$ cat src/sv/cftd_pkg.sv
// cftd_pkg: shared types and constants of the can frame telemetry decoder
// signal codes, frame identifiers and the result/update structs
// no dependencies
package cftd_pkg;

	localparam int NUM_SLOTS = 4;

	typedef enum logic [3:0] {
		SIG_VOLT     = 4'd0,
		SIG_AMP      = 4'd1,
		SIG_POWER    = 4'd2,
		SIG_DCDC     = 4'd3,
		SIG_REGEN    = 4'd4,
		SIG_DRIVE    = 4'd5,
		SIG_MOTOR    = 4'd6,
		SIG_BATT     = 4'd7,
		SIG_CHARGER  = 4'd8,
		SIG_INVERTER = 4'd9,
		SIG_SOC      = 4'd10,
		SIG_SOH      = 4'd11,
		SIG_RPM      = 4'd12,
		SIG_SPEED    = 4'd13
	} sig_code_t;

	localparam logic [10:0] ID_BMS_LIMITS = 11'h424;
	localparam logic [10:0] ID_BMS_STATE  = 11'h155;
	localparam logic [10:0] ID_MOTOR_TEMP = 11'h196;
	localparam logic [10:0] ID_CHARGER    = 11'h597;
	localparam logic [10:0] ID_INVERTER   = 11'h59E;
	localparam logic [10:0] ID_PACK_VOLT  = 11'h55F;
	localparam logic [10:0] ID_MOTOR_RPM  = 11'h19F;

	// slot that carries the divided value (power or speed)
	localparam logic [1:0] DIV_SLOT = 2'd1;

	// result count of a frame with an unknown id
	localparam logic [2:0] COUNT_NONE = 3'd0;
	localparam logic [7:0] FULL_SCALE_DEFAULT = 8'd84;

	typedef struct packed {
		logic [2:0]                  count;
		logic [NUM_SLOTS-1:0][3:0]   code;
		logic [NUM_SLOTS-1:0][22:0]  value;
		logic                        div_used;
		logic                        div_speed;
		logic                        div_neg;
		logic [30:0]                 div_mag;
	} res_t;

	typedef struct packed {
		logic        volt_we;
		logic [15:0] volt_new;
		logic        cur_we;
		logic [16:0] cur_new;
	} upd_t;

endpackage

$ cat src/sv/can_frame_telemetry_decoder_unit.sv
// can_frame_telemetry_decoder_unit: top level of the can frame telemetry decoder
// input register, decode stage with pack voltage/current state, result buffer
// depends on cftd_pkg, cftd_decode, cftd_result_buf
//
// channel      | direction | contents
// s_axis_*     | in        | frame_id[10:0], payload[74:11]
// m_axis_*     | out       | signal_code[3:0], signal_value[26:4], tlast = last_of_frame
// cfg_wr_*     | in        | full_scale_speed, written whenever cfg_wr_en is high
//
// a frame passes the input register, decode stage and result buffer, then its
// results leave the single output port one per cycle while m_axis_tready is high;
// at most four per frame, the next frame loading as the last is taken; unknown ids
// give no results. reset clears valid flags, pack voltage/current, sets full scale to 84
// an output stall backs up through the result buffer, decode stage and input register
module can_frame_telemetry_decoder_unit import cftd_pkg::*; (
	input  logic        clk,
	input  logic        arst_n,
	input  logic        s_axis_tvalid,
	output logic        s_axis_tready,
	input  logic [79:0] s_axis_tdata,  // frame_id[10:0], payload[74:11], zero pad
	output logic        m_axis_tvalid,
	input  logic        m_axis_tready,
	output logic [31:0] m_axis_tdata,  // signal_code[3:0], signal_value[26:4], zero pad
	output logic        m_axis_tlast,  // last_of_frame
	input  logic        cfg_wr_en,
	input  logic [7:0]  cfg_wr_data
);

	logic        valid_s1;
	logic [10:0] frame_id_s1;
	logic [63:0] payload_s1;
	logic        valid_s2;
	res_t        res_s2;
	res_t        res_dec;
	upd_t        upd_dec;
	logic [15:0] volt_q;
	logic [16:0] amp_q;
	logic [7:0]  full_scale_q;
	logic        s3_free;
	logic        s2_free;
	logic        adv_s1;
	logic        adv_s2;

	assign adv_s2        = valid_s2 && s3_free;
	assign s2_free       = !valid_s2 || adv_s2;
	assign adv_s1        = valid_s1 && s2_free;
	assign s_axis_tready = !valid_s1 || s2_free;

	always_ff @(posedge clk or negedge arst_n) begin
		if (!arst_n) begin
			full_scale_q <= FULL_SCALE_DEFAULT;
		end else if (cfg_wr_en) begin
			full_scale_q <= cfg_wr_data;
		end
	end

	always_ff @(posedge clk or negedge arst_n) begin
		if (!arst_n) begin
			valid_s1 <= 1'b0;
			valid_s2 <= 1'b0;
			volt_q   <= '0;
			amp_q    <= '0;
		end else begin
			if (s_axis_tready) begin
				valid_s1 <= s_axis_tvalid;
			end
			if (s2_free) begin
				valid_s2 <= adv_s1 && (res_dec.count != COUNT_NONE);
			end
			if (adv_s1 && upd_dec.volt_we) begin
				volt_q <= upd_dec.volt_new;
			end
			if (adv_s1 && upd_dec.cur_we) begin
				amp_q <= upd_dec.cur_new;
			end
		end
	end

	always_ff @(posedge clk) begin
		if (s_axis_tvalid && s_axis_tready) begin
			frame_id_s1 <= s_axis_tdata[10:0];
			payload_s1  <= s_axis_tdata[74:11];
		end
		if (adv_s1) begin
			res_s2 <= res_dec;
		end
	end

	cftd_decode u_decode (
		.frame_id   (frame_id_s1),
		.payload    (payload_s1),
		.full_scale (full_scale_q),
		.volt_cur   (volt_q),
		.amp_cur    (amp_q),
		.res        (res_dec),
		.upd        (upd_dec)
	);

	cftd_result_buf u_result_buf (
		.clk           (clk),
		.arst_n        (arst_n),
		.load          (adv_s2),
		.res           (res_s2),
		.free          (s3_free),
		.m_axis_tvalid (m_axis_tvalid),
		.m_axis_tready (m_axis_tready),
		.m_axis_tdata  (m_axis_tdata),
		.m_axis_tlast  (m_axis_tlast)
	);

	a_s2_has_results: assert property (@(posedge clk) disable iff (!arst_n)
		valid_s2 |-> (res_s2.count != COUNT_NONE))
		else $error("decode stage holds a frame without results");

	a_next_frame_follows: assert property (@(posedge clk) disable iff (!arst_n)
		(m_axis_tvalid && m_axis_tready && m_axis_tlast && valid_s2) |=> m_axis_tvalid)
		else $error("pending frame not moved into the result buffer");

	a_state_only_on_advance: assert property (@(posedge clk) disable iff (!arst_n)
		!adv_s1 |=> ($stable(volt_q) && $stable(amp_q)))
		else $error("pack state changed without a decoded frame");

endmodule

$ cat src/sv/cftd_decode.sv
// cftd_decode: combinational decode of one frame into up to four results
// also yields the pack voltage/current updates and the operand for the divider
// depends on cftd_pkg
module cftd_decode import cftd_pkg::*; (
	input  logic [10:0] frame_id,
	input  logic [63:0] payload,
	input  logic [7:0]  full_scale,
	input  logic [15:0] volt_cur,
	input  logic [16:0] amp_cur,
	output res_t        res,
	output upd_t        upd
);

	function automatic logic signed [22:0] off40_x100(input logic [7:0] b);
		logic signed [8:0] d;
		d = $signed({1'b0, b}) - 9'sd40;
		return $signed({{14{d[8]}}, d}) * 23'sd100;
	endfunction

	logic [7:0]         b1, b2, b3, b4, b5, b6, b7;
	logic [11:0]        t_amp, t_volt;
	logic signed [17:0] amp18;
	logic [15:0]        volt_new;
	logic signed [12:0] t_rpm;
	logic [11:0]        t_rpm_abs;
	logic [15:0]        volt_use;
	logic [16:0]        amp_use;
	logic [15:0]        amp_abs;
	logic               is_speed;
	logic [15:0]        mul_a, mul_b;
	logic [31:0]        prod;
	logic [8:0]         batt_sum;

	assign b1 = payload[55:48];
	assign b2 = payload[47:40];
	assign b3 = payload[39:32];
	assign b4 = payload[31:24];
	assign b5 = payload[23:16];
	assign b6 = payload[15:8];
	assign b7 = payload[7:0];

	assign t_amp    = {b1[3:0], b2};
	assign t_volt   = {b6[3:0], b7};
	assign amp18    = 18'sd50000 - $signed({1'b0, 17'(t_amp) * 17'd25});
	assign volt_new = 16'(t_volt) * 16'd10;
	assign t_rpm    = $signed({1'b0, b2, b3[7:4]}) - 13'sd2000;
	assign t_rpm_abs = t_rpm[12] ? 12'(-t_rpm) : 12'(t_rpm);
	assign batt_sum = 9'(b4) + 9'(b7);

	assign volt_use = (frame_id == ID_PACK_VOLT) ? volt_new : volt_cur;
	assign amp_use  = (frame_id == ID_BMS_STATE) ? amp18[16:0] : amp_cur;
	assign amp_abs  = amp_use[16] ? 16'(-amp_use) : amp_use[15:0];

	// one multiplier shared by power and speed
	assign is_speed = (frame_id == ID_MOTOR_RPM);
	assign mul_a    = is_speed ? {4'd0, t_rpm_abs} : volt_use;
	assign mul_b    = is_speed ? {8'd0, full_scale} : amp_abs;
	assign prod     = 32'(mul_a) * 32'(mul_b);

	always_comb begin
		res           = '0;
		res.div_speed = is_speed;
		res.div_neg   = is_speed ? t_rpm[12] : amp_use[16];
		res.div_mag   = is_speed ? {prod[28:0], 2'b00} : prod[30:0];
		upd           = '0;
		upd.volt_new  = volt_new;
		upd.cur_new   = amp18[16:0];
		unique case (frame_id)
			ID_BMS_LIMITS: begin
				res.count    = 3'd4;
				res.code[0]  = SIG_REGEN;
				res.value[0] = -$signed({9'd0, 14'(b2) * 14'd50});
				res.code[1]  = SIG_DRIVE;
				res.value[1] = {9'd0, 14'(b3) * 14'd50};
				res.code[2]  = SIG_BATT;
				res.value[2] = off40_x100(batt_sum[8:1]);
				res.code[3]  = SIG_SOH;
				res.value[3] = {8'd0, 15'(b5) * 15'd100};
			end
			ID_BMS_STATE: begin
				res.count    = 3'd3;
				res.code[0]  = SIG_AMP;
				res.value[0] = $signed({{6{amp18[16]}}, amp18[16:0]});
				res.code[1]  = SIG_POWER;
				res.div_used = 1'b1;
				res.code[2]  = SIG_SOC;
				res.value[2] = {9'd0, b4, b5[7:2]};
				upd.cur_we   = 1'b1;
			end
			ID_MOTOR_TEMP: begin
				res.count    = 3'd1;
				res.code[0]  = SIG_MOTOR;
				res.value[0] = off40_x100(b5);
			end
			ID_CHARGER: begin
				res.count    = 3'd2;
				res.code[0]  = SIG_CHARGER;
				res.value[0] = off40_x100(b7);
				res.code[1]  = SIG_DCDC;
				res.value[1] = {7'd0, 16'(b2) * 16'd240};
			end
			ID_INVERTER: begin
				res.count    = 3'd1;
				res.code[0]  = SIG_INVERTER;
				res.value[0] = off40_x100(b5);
			end
			ID_PACK_VOLT: begin
				res.count    = 3'd2;
				res.code[0]  = SIG_VOLT;
				res.value[0] = {7'd0, volt_new};
				res.code[1]  = SIG_POWER;
				res.div_used = 1'b1;
				upd.volt_we  = 1'b1;
			end
			ID_MOTOR_RPM: begin
				res.count    = 3'd2;
				res.code[0]  = SIG_RPM;
				res.value[0] = $signed({{10{t_rpm[12]}}, t_rpm}) * 23'sd1000;
				res.code[1]  = SIG_SPEED;
				res.div_used = 1'b1;
			end
			default: begin
				res.count = 3'd0;
			end
		endcase
	end

endmodule

$ cat src/sv/cftd_result_buf.sv
// cftd_result_buf: result register bank, constant divider and output sequencer
// divides by 100000 or 29 through a reciprocal multiply, then sends one result a cycle while m_axis_tready is high
// depends on cftd_pkg
module cftd_result_buf import cftd_pkg::*; (
	input  logic        clk,
	input  logic        arst_n,
	input  logic        load,
	input  res_t        res,
	output logic        free,
	output logic        m_axis_tvalid,
	input  logic        m_axis_tready,
	output logic [31:0] m_axis_tdata,  // signal_code[3:0], signal_value[26:4], zero pad
	output logic        m_axis_tlast   // last_of_frame
);

	// floor(x/100000) = (x*M)>>48 for x < 2^31, floor(x/29) = (x*M)>>32 for x < 2^22
	localparam logic [31:0] RECIP_POWER = 32'd2814749768;
	localparam logic [31:0] RECIP_SPEED = 32'd148102321;

	logic [NUM_SLOTS-1:0][3:0]  code_s3;
	logic [NUM_SLOTS-1:0][22:0] value_s3;
	logic [2:0]                 count_s3;
	logic [1:0]                 ptr_s3;
	logic                       valid_s3;
	logic [63:0]                quot_prod;
	logic [16:0]                quot;
	logic [22:0]                quot_signed;
	logic [NUM_SLOTS-1:0][22:0] value_load;
	logic                       last;

	assign quot_prod   = 64'(res.div_mag) * 64'(res.div_speed ? RECIP_SPEED : RECIP_POWER);
	assign quot        = res.div_speed ? quot_prod[48:32] : {2'b00, quot_prod[62:48]};
	assign quot_signed = res.div_neg ? 23'(-{6'd0, quot}) : {6'd0, quot};

	always_comb begin
		value_load = res.value;
		if (res.div_used) begin
			value_load[DIV_SLOT] = quot_signed;
		end
	end

	assign last = ({1'b0, ptr_s3} == (count_s3 - 3'd1));
	assign free = !valid_s3 || (m_axis_tready && last);

	always_ff @(posedge clk or negedge arst_n) begin
		if (!arst_n) begin
			valid_s3 <= 1'b0;
			ptr_s3   <= 2'd0;
		end else if (load) begin
			valid_s3 <= 1'b1;
			ptr_s3   <= 2'd0;
		end else if (valid_s3 && m_axis_tready) begin
			if (last) begin
				valid_s3 <= 1'b0;
			end else begin
				ptr_s3 <= ptr_s3 + 2'd1;
			end
		end
	end

	always_ff @(posedge clk) begin
		if (load) begin
			code_s3  <= res.code;
			value_s3 <= value_load;
			count_s3 <= res.count;
		end
	end

	assign m_axis_tvalid = valid_s3;
	assign m_axis_tdata  = {5'd0, value_s3[ptr_s3], code_s3[ptr_s3]};
	assign m_axis_tlast  = last;

endmodule

$ cat config.mk
export PLATFORM = sky130hd
export DESIGN_NAME = can_frame_telemetry_decoder_unit
export DESIGN_NICKNAME = d
export VERILOG_FILES = /design/src/sv/cftd_pkg.sv /design/src/sv/can_frame_telemetry_decoder_unit.sv /design/src/sv/cftd_decode.sv /design/src/sv/cftd_result_buf.sv
export SDC_FILE = /design/constraint.sdc
export NUM_CORES = 2
export LEC_CHECK = 0
export ABC_AREA = 1
export BUFFER_PORTS_ARGS = -buffer_cell sky130_fd_sc_hd__buf_2
export CAP_MARGIN = 15
export CORE_MARGIN = 5
export CORE_UTILIZATION = 61
export CTS_BUF_LIST = sky130_fd_sc_hd__clkbuf_2 sky130_fd_sc_hd__clkbuf_4 sky130_fd_sc_hd__clkbuf_8
export CTS_CLUSTER_SIZE = 28
export DETAILED_ROUTE_END_ITERATION = 12
export PLACE_DENSITY_LB_ADDON = 0.12
export SLEW_MARGIN = 30
export SYNTH_ARGS = -nofsm -noshare
export SYNTH_HDL_FRONTEND = slang
export SYNTH_HIERARCHICAL = 1
export SYNTH_SLANG_ARGS = --single-unit
$ cat constraint.sdc
create_clock -name clk -period 13.5 [get_ports clk]
set_clock_uncertainty 0.1 [all_clocks]
set_input_delay 1.35 -clock clk [delete_from_list [all_inputs] [get_ports clk]]
set_output_delay 1.35 -clock clk [all_outputs]
set_load 0.01 [all_outputs]
==> summary.md <==
| Metric | Value |
|---|---|
| Final Util | `65.0%` |
| Vias in the first global route | `44700` |
| Antenna violations before repair | `3` |
| Setup violations, final | `0` |
| IO Pins | `128` |
| GRT overflow | `0` |
| Worst Path Arrival | `12110 ps` |
| Post-route DRC | `0` |
| Layout cell share with drive strength beyond 1 | `5.80%` |
| Max Freq | `84.5 MHz` |
| Hold_sp | `res_s2[80]` |
| Largest stage delay on the critical path | `860 ps` |
| H-tree Lvls | `3` |
| Worst Hold Depth | `0` |
| GR met1 Demand/Resource | `44.4%` |
| I/O Buffers | `101` |
| Setup crit end kind | `register` |
| Met3 Resource Use GR | `4.38%` |
| Fin crit share | `87.7%` |
| Hold Fails Final Rpt | `0` |
| Placer Congestion | `1.01` |
| Total of max-cap violations | `0` |
| Global Route Usage Sum | `32.8%` |
| Row count | `112` |
| R2r setup slk | `1660 ps` |
| Status | `completed` |
| ANT nets after route | `0` |
| Placeable core area | `93300 um^2` |
| Hold endpoint | `u_result_buf/value_s3[46]` |
| Initial Utilization | `61.5%` |
| Num CTS Buffers | `66` |
| Mean Syn Cell Area | `8.59 um^2` |
| Largest net degree at the start of global routing | `82` |
| Area of the die | `100000 um^2` |
| First-pass GRT wire length | `251 mm` |
| Final WS setup | `1660 ps` |
| Routed WL | `162 mm` |
| Post-place setup slack | `1820 ps` |
| CTS root buffer | `clkbuf_8` |
| Critical path class | `reg2reg` |
| CTS resizes | `0` |
| Post-layout minimum cycle time | `11840 ps` |
| Synthesized area | `57400 um^2` |
| Die width | `317 um` |
| Post-cts hold buffer count | `0` |
| GRT busiest layer | `met2` |
| Setup Fix Bufs, Post-CTS | `0` |
| TritonCTS clock tree | `built` |
| CP max stage cell | `ha_1` |
| Setup TNS | `0 ps` |
| DR WL/cell | `19.9 um` |
| Via count | `44100` |
| Post-Syn Instances | `6688` |
| Clock Path Buffers | `3` |
| DP HPWL | `137 mm` |
| R2r endpoint | `res_s2[23]` |
| HP Class | `reg2reg` |
| Via/cell ratio | `5.42` |
| RSZ-0062 raised after global routing | `no` |
| Slew Viols, Final | `0` |
| R2R Path Start | `payload_s1[40]` |
| Startpoint types | `register` |
| Die Y-Extent | `317 um` |
| R2R depth | `42` |
| Slew HR | `31.0%` |
| Synthesis Warnings | `6` |
| Initial DRC count | `3649` |
| Detailed Routing Iterations Pass 1 | `8` |
| Clock Latency Late Sink | `660 ps` |
| # fillers | `8101` |
| Area Growth Syn to Fin | `5.62%` |
| Clock sink count | `361` |
| Worst-path clk slew | `60 ps` |
| Crit path top cell by count | `nand2_1` |
| Final net count | `8517` |
| CP Max Fanout | `19` |
| Setup crit start | `payload_s1[40]` |
| Required time of the critical path | `13780 ps` |
| Slew @ Worst Pin | `1030 ps` |
| GR Util met2 | `54.0%` |
-- metal layers --
layer	up-vias	part of all wire [%]
li1	20700	-
met1	21300	41
met2	1731	47
met3	389	7.1
met4	0	5.1
met5	-	0
-- through the flow --
stage | hold slack, ps | instance area (um^2) | std cells
floorplan | 300 | 57800 | 6773
global placement | 301 | 59300 | 8013
detailed placement | 305 | 59400 | 8014
CTS | 289 | 60700 | 8130
global route | 302 | 60700 | 8132
finish | 291 | 60700 | 8133
-- registers in the layout, summed over array words and instances, names as in the netlist --
name,count
u_result_buf/code_s3,16
volt_q,16
frame_id_s1,11
res_s2,145
payload_s1,48
u_result_buf/m_axis_tvalid,1
amp_q,17
u_result_buf/ptr_s3,2
full_scale_q,8
valid_s1,1
valid_s2,1
u_result_buf/value_s3,92
u_result_buf/count_s3,3
-- cell usage in the layout, fill, tap and decap left out, types with 79 or more instances in the layout --
cell,count
xor2_1,79
conb_1,88
inv_1,1687
buf_2,101
a21oi_1,203
edfxtp_1,315
ha_1,754
nor2_1,446
nand2_1,1318
o21ai_0,200
nand3_1,209
fa_1,842
-- final cells by class --
type                       count  area, um^2  share of cell area [%]
antenna                        3        7.51                  0.0124
clock buffer                  94        1120                    1.84
clock inverter                22         175                   0.289
inverter                    1719        6460                    10.6
multi-input combinational   4541       39900                    65.8
sequential                   361       10600                    17.5
tap                         1254        1570                    2.59
timing repair buffer         139         815                    1.34
-- how the worst max path moves through the flow --
stage | cells after the start | endpoint | slack (ps)
after global routing | 42 | res_s2[23] | 1080
after CTS | 42 | res_s2[23] | 1790
after detailed placement | 42 | res_s2[23] | 1820
after global placement | 42 | res_s2[30] | 1950
after floorplan | 4 | res_s2[0] | 620
final | 42 | res_s2[23] | 1660
-- worst max-delay path: cells and delay by family (launching register included) --
kind / cells / cell delay (ps)
fa+ha+maj: 11 / 5100
simple gates: 18 / 2590
buf+inv: 6 / 1290
compound gates: 6 / 1270
flops: 1 / 730
xor+xnor: 1 / 460
Power is not shown: default switching activity piles up to over one toggle a cycle in this logic, so the estimate is an artifact.
